[config.mk]
export PLATFORM = sky130hd
export DESIGN_NAME = lje_ctrl
export DESIGN_NICKNAME = d
export VERILOG_FILES = /design/src/hw/rtl/lje_pkg.sv /design/src/hw/rtl/lje_ctrl.sv
export SDC_FILE = /design/constraint.sdc
export NUM_CORES = 1
export LEC_CHECK = 0
export BUFFER_PORTS_ARGS = -buffer_cell sky130_fd_sc_hd__buf_2
export CORE_AREA = 2 2 39 41
export DETAILED_ROUTE_END_ITERATION = 8
export DIE_AREA = 0 0 41 43
export PLACE_DENSITY_LB_ADDON = 0.1
export SLEW_MARGIN = 20
export SYNTH_ARGS = -nofsm -noshare
export SYNTH_HDL_FRONTEND = slang
export SYNTH_SLANG_ARGS = --single-unit
[constraint.sdc]
create_clock -name clk_i -period 2.2 [get_ports clk_i]
set_input_delay 0.33 -clock clk_i [delete_from_list [all_inputs] [get_ports clk_i]]
set_output_delay 0.33 -clock clk_i [all_outputs]
set_load 0.03 [all_outputs]
[src/hw/rtl/lje_pkg.sv]
// Shared types, codes and constants of the lepton-plus-jets event selector.
package lje_pkg;

  // Object kinds carried on s_axis_tuser
  localparam logic [1:0] OP_ELE = 2'd0;
  localparam logic [1:0] OP_MU  = 2'd1;
  localparam logic [1:0] OP_JET = 2'd2;
  localparam logic [1:0] OP_MET = 2'd3;

  // Reject reasons
  localparam logic [2:0] RSN_PASS = 3'd0;
  localparam logic [2:0] RSN_LEP  = 3'd1;
  localparam logic [2:0] RSN_JET  = 3'd2;
  localparam logic [2:0] RSN_TAG  = 3'd3;
  localparam logic [2:0] RSN_MT   = 3'd4;

  // Configuration register indexes
  localparam logic [2:0] REG_ELE_TIGHT = 3'd0;
  localparam logic [2:0] REG_ELE_LOOSE = 3'd1;
  localparam logic [2:0] REG_MU_TIGHT  = 3'd2;
  localparam logic [2:0] REG_MU_LOOSE  = 3'd3;
  localparam logic [2:0] REG_MT_THR    = 3'd4;
  localparam logic [2:0] REG_ELE_ETA   = 3'd5;
  localparam logic [2:0] REG_MU_ETA    = 3'd6;

  // Odd Taylor coefficients of sin(pi*x), Q30
  localparam logic [32:0] SIN_C1 = 33'd3373259426;
  localparam logic [32:0] SIN_C3 = 33'd5548789346;
  localparam logic [32:0] SIN_C5 = 33'd2738217788;
  localparam logic [32:0] SIN_C7 = 33'd643455389;
  localparam logic [32:0] SIN_C9 = 33'd88203474;

  localparam int unsigned SQRT_STEPS = 24;
  localparam logic [4:0]  SQRT_LAST  = 5'(SQRT_STEPS - 1);
  localparam logic [1:0]  HORN_LAST  = 2'd3;

  localparam logic [16:0] MT_MAX   = 17'h1FFFF;
  localparam logic [30:0] SIN_ONE  = 31'h4000_0000;

  typedef struct packed {
    logic       take;    // input beat accepted
    logic       prep;    // form pt*met and the folded angle
    logic       horner;  // one Horner step of the sine polynomial
    logic [1:0] hsel;    // which coefficient this step subtracts from
    logic       sfin;    // finish sine, load root iteration
    logic       sqrt;    // one root digit
    logic       mtmul;   // root times sine
    logic       fin;     // round, compare and load result
  } lje_cmd_t;

  typedef struct packed {
    logic pass;          // event counts allow the mass check
    logic out_valid;     // result beat held on the master side
  } lje_status_t;

endpackage

[src/hw/rtl/lje_ctrl.sv]
// Sequencer of the event selector: steps the closing-item computation.
module lje_ctrl import lje_pkg::*; (
  input  logic        clk_i,
  input  logic        rst_ni,
  input  logic        s_valid_i,
  input  logic [1:0]  s_op_i,
  input  logic        m_ready_i,
  input  lje_status_t status_i,
  output logic        s_ready_o,
  output lje_cmd_t    cmd_o
);

  localparam logic [2:0] ST_IDLE  = 3'd0;
  localparam logic [2:0] ST_PREP  = 3'd1;
  localparam logic [2:0] ST_HORN  = 3'd2;
  localparam logic [2:0] ST_SFIN  = 3'd3;
  localparam logic [2:0] ST_SQRT  = 3'd4;
  localparam logic [2:0] ST_MTMUL = 3'd5;
  localparam logic [2:0] ST_FIN   = 3'd6;

  logic [2:0] state_q, state_d;
  logic [4:0] cnt_q, cnt_d;
  logic       take;

  assign s_ready_o = (state_q == ST_IDLE) && (!status_i.out_valid || m_ready_i);
  assign take      = s_valid_i && s_ready_o;

  always_comb begin
    state_d = state_q;
    cnt_d   = cnt_q;
    cmd_o   = '0;
    cmd_o.take = take;
    cmd_o.hsel = cnt_q[1:0];
    unique case (state_q)
      ST_IDLE: begin
        if (take && s_op_i == OP_MET && status_i.pass) begin
          state_d = ST_PREP;
        end
      end
      ST_PREP: begin
        cmd_o.prep = 1'b1;
        cnt_d      = '0;
        state_d    = ST_HORN;
      end
      ST_HORN: begin
        cmd_o.horner = 1'b1;
        cnt_d        = cnt_q + 5'd1;
        if (cnt_q[1:0] == HORN_LAST) begin
          state_d = ST_SFIN;
        end
      end
      ST_SFIN: begin
        cmd_o.sfin = 1'b1;
        cnt_d      = '0;
        state_d    = ST_SQRT;
      end
      ST_SQRT: begin
        cmd_o.sqrt = 1'b1;
        cnt_d      = cnt_q + 5'd1;
        if (cnt_q == SQRT_LAST) begin
          state_d = ST_MTMUL;
        end
      end
      ST_MTMUL: begin
        cmd_o.mtmul = 1'b1;
        state_d     = ST_FIN;
      end
      ST_FIN: begin
        cmd_o.fin = 1'b1;
        state_d   = ST_IDLE;
      end
      default: begin
        state_d = ST_IDLE;
      end
    endcase
  end

  always_ff @(posedge clk_i or negedge rst_ni) begin
    if (!rst_ni) begin
      state_q <= ST_IDLE;
      cnt_q   <= '0;
    end else begin
      state_q <= state_d;
      cnt_q   <= cnt_d;
    end
  end

endmodule

==> results.yml <==
critical_path:
  cp.buffers_inverters: 1
  slowest_stage: "dfrtp_1"
  cp_slowest_stage_delay_ps: 670
  cp_data_arrival_time_ps: 1590
  required_ps: 1870
  r2r_start: "state_q[1]"
  crit_path_start: "state_q[1]"
  critPathCaptureType: "output port"
  crit_chain: "nor2b_1, and2_1, buf_2"
  startpoint_type: "register"
  path_class: "reg -> out"
  cp_max_fo: 19
  cp_top_family: "flip-flops"
logic_synthesis:
  synth_edf_count: 0
  syn_area_sq_um: 619
  synth_ff_type: "dfrtp_1"
  async_reset_ff_share_pct: 100
  yosys.area.top_type_share_pct: 32.3
  yosysSeqAreaShare_pct: 32.3
  yosysTopAreaCell: "dfrtp_1"
  syn-instance-count: 72
  synth_cell_type_count: 35
  synthTopCellsByArea: "dfrtp_1 (32%), and4b_1 (4.8%), buf_4 (4.8%), nor2b_1 (4.0%), o21ai_0 (4.0%)"
  postSynthAreaPerCell_sq_um: 8.60
  ys_ff_latch: 8
  syn_nets: 81
  yosysWarningCount: 0
power_and_ir_drop:
  swShare_pct: 50.8
  seq_power_share_pct: 34.1
  ir_drop_mv: 0.666
  total_power_mw: 1.04
  power_density_nw_per_um2: 1480
  intPower_mw: 0.513
  leakage_nw: 0.332
  clockPowerShare_pct: 11.4
  switching_power_mw: 0.529
  power_frac_comb_pct: 54.5
finish:
  final_core_util_pct: 50.7
  final_layout_size_suffix_gt1_share_pct: 25.9
  area.growth.synth_to_final_pct: 13.3
  stdcell_area_sq_um: 702
  nets: 96
  num_antenna_cells: 0
  n_fill_cell: 135
  stdcell_count: 101
floorplanning:
  die_y_um: 43
  rows: 14
  die_w_um: 41
  core_sq_um: 1380
  io_pins: 18
  start_util_pct: 44.8
  dieArea_sq_um: 1760
route:
  drt_iter0_drc: 9
  first_pass_iters: 4
  wire_per_inst_um: 13.6
  drt.antenna.violating_nets: 0
  vias_per_cell: 5.72
  drc: 0
  route.vias.total: 578
  wirelength_um: 1370
worst_hold_path:
  hold_class: "in -> reg"
  hold_path_startpoint: "s_valid_i"
placed_design:
  place_hpwl_um: 925
  preCtsSetupSlack_ps: 576
  dp_cells: 97
  gp_congestion: 0.684
  port_buffers: 17
  placed_area_sq_um: 669
global_routing:
  antenna_found_initial: 0
  grt_usage_pct: 18.4
  grt_overflow: 0
  grt_pass1_wl_um: 2190
  grt_max_degree: 21
  grt_pass1_vias: 506
timing:
  min_period_over_period_pct: 87.4
  hold_violations: 0
  period_needed_ps: 1920
  tightest_slew_ps: 551
  clock_skew_ps: 5.14
  finalMaxSlewViolations: 0
  finalSetupViolations: 0
  finalSetupTns_ps: 0
  fin_hold_ws_ps: 353
  max_freq_mhz: 520
  slew_headroom_pct: 63.3
  setup_slack_ps: 277
  rsz0062_at_grt: "no"
clocking:
  htreeDepth: 1
  cts.sinks: 8
  cts_setup_buffers: 0
  cts_tree: "yes"
  clk_pin_slew_ps: 60
  numCtsBuffers: 3
  cts_root_buf: "clkbuf_4"
  insertion_delay_ps: 260
  cts_buffer_depth: 2
outcome:
  status: "finished, final reports clean"
run:
  drv_cap: 0
-- final timing paths --
kind                            slack [ps]    endpoint  cells after the start
max in group asynchronous             1590    cnt_q[4]                      2
worst max-delay path                   280    cmd_o[3]                      3
worst min-delay path                   350  state_q[0]                      3
worst max register to register         720    cnt_q[1]                      3
min in group asynchronous              440    cnt_q[1]                      2
worst min register to register         560    cnt_q[1]                      2
-- worst reg2reg max path, cell delays in order, from the launching register on --
cell and delay (ps):
dfrtp_1 670, mux2_2 410, a22oi_1 160, o21ai_0 100
-- flip-flops by register name (all words and copies together), names as in the netlist --
name / flops
state_q: 3
cnt_q: 5
-- power groups by stage --
| stage | Sequential (mW) | Combinational [mW] | Clock [mW] |
|---|---|---|---|
| 6_report | 0.355 | 0.567 | 0.119 |
| 3_3_place_gp | 0.353 | 0.548 | 0 |
| 5_1_grt | 0.372 | 0.626 | 0.132 |
| 3_5_place_dp | 0.355 | 0.562 | 0 |
| 4_1_cts | 0.354 | 0.573 | 0.121 |
| 2_1_floorplan | 0.262 | 0.571 | 0 |
-- cell type report --
cell class	instances	area, sq um	share of cell area [%]
well taps	16	20.0	2.85
repair buffers	18	95.1	13.5
inverters	2	7.51	1.07
flip-flops and latches	8	200	28.5
multi-input cells	54	357	50.8
clock buffers	3	22.5	3.21
-- timing repair --
item | in CTS | in global routing
hold buffers | 1 | 0
endpoints found under the hold margin | 8 | 0
gates resized for setup | 0 | 0
-- per-layer routing --
metal / wire length (um) / share of wire, % / global-route usage (%) / up-vias
met2: 617 / 45 / 27.5 / 21
met3: 74 / 5.4 / 3.14 / 5
met5: 0 / 0 / 0 / -
li1: - / - / - / 287
met1: 645 / 47 / 23.9 / 265
met4: 34 / 2.5 / 10.0 / 0
-- logic make-up (layout without fill, tap and decap cells) --
kind of cell / count (synthesis) / after routing / synth area share [%]
flops: 8 / 8 / 32.3
compound gates: 17 / 17 / 18.2
mux: 2 / 2 / 3.64
fa+ha+maj: 1 / 1 / 2.02
simple gates: 33 / 33 / 32.3
xor+xnor: 1 / 1 / 1.41
buf+inv: 10 / 23 / 10.1
-- synth_stat cells (all sizes together), types with 2 or more instances --
library cell / n
dfrtp: 8
o211ai: 2
inv: 2
o21ai: 5
buf: 7
a21oi: 2
nor2b: 4
nor3b: 3
nor2: 4
a22oi: 2
mux2: 2
nand3: 2
nand2: 6
and4b: 3
nand2b: 2
-- layout by cell type, fill, tap and decap left out, types with 2 or more instances in the layout --
master    instances
nor2b_1           4
nand3_1           2
nor3b_1           3
nand2b_1          2
dfrtp_1           8
a21oi_1           2
a22oi_1           2
buf_2            17
o21ai_0           5
o211ai_1          2
mux2_2            2
and4b_1           3
nor2_1            4
nand2_1           6
clkbuf_4          3
inv_1             2
No activity file was read; power rests on OpenSTA's default activity.
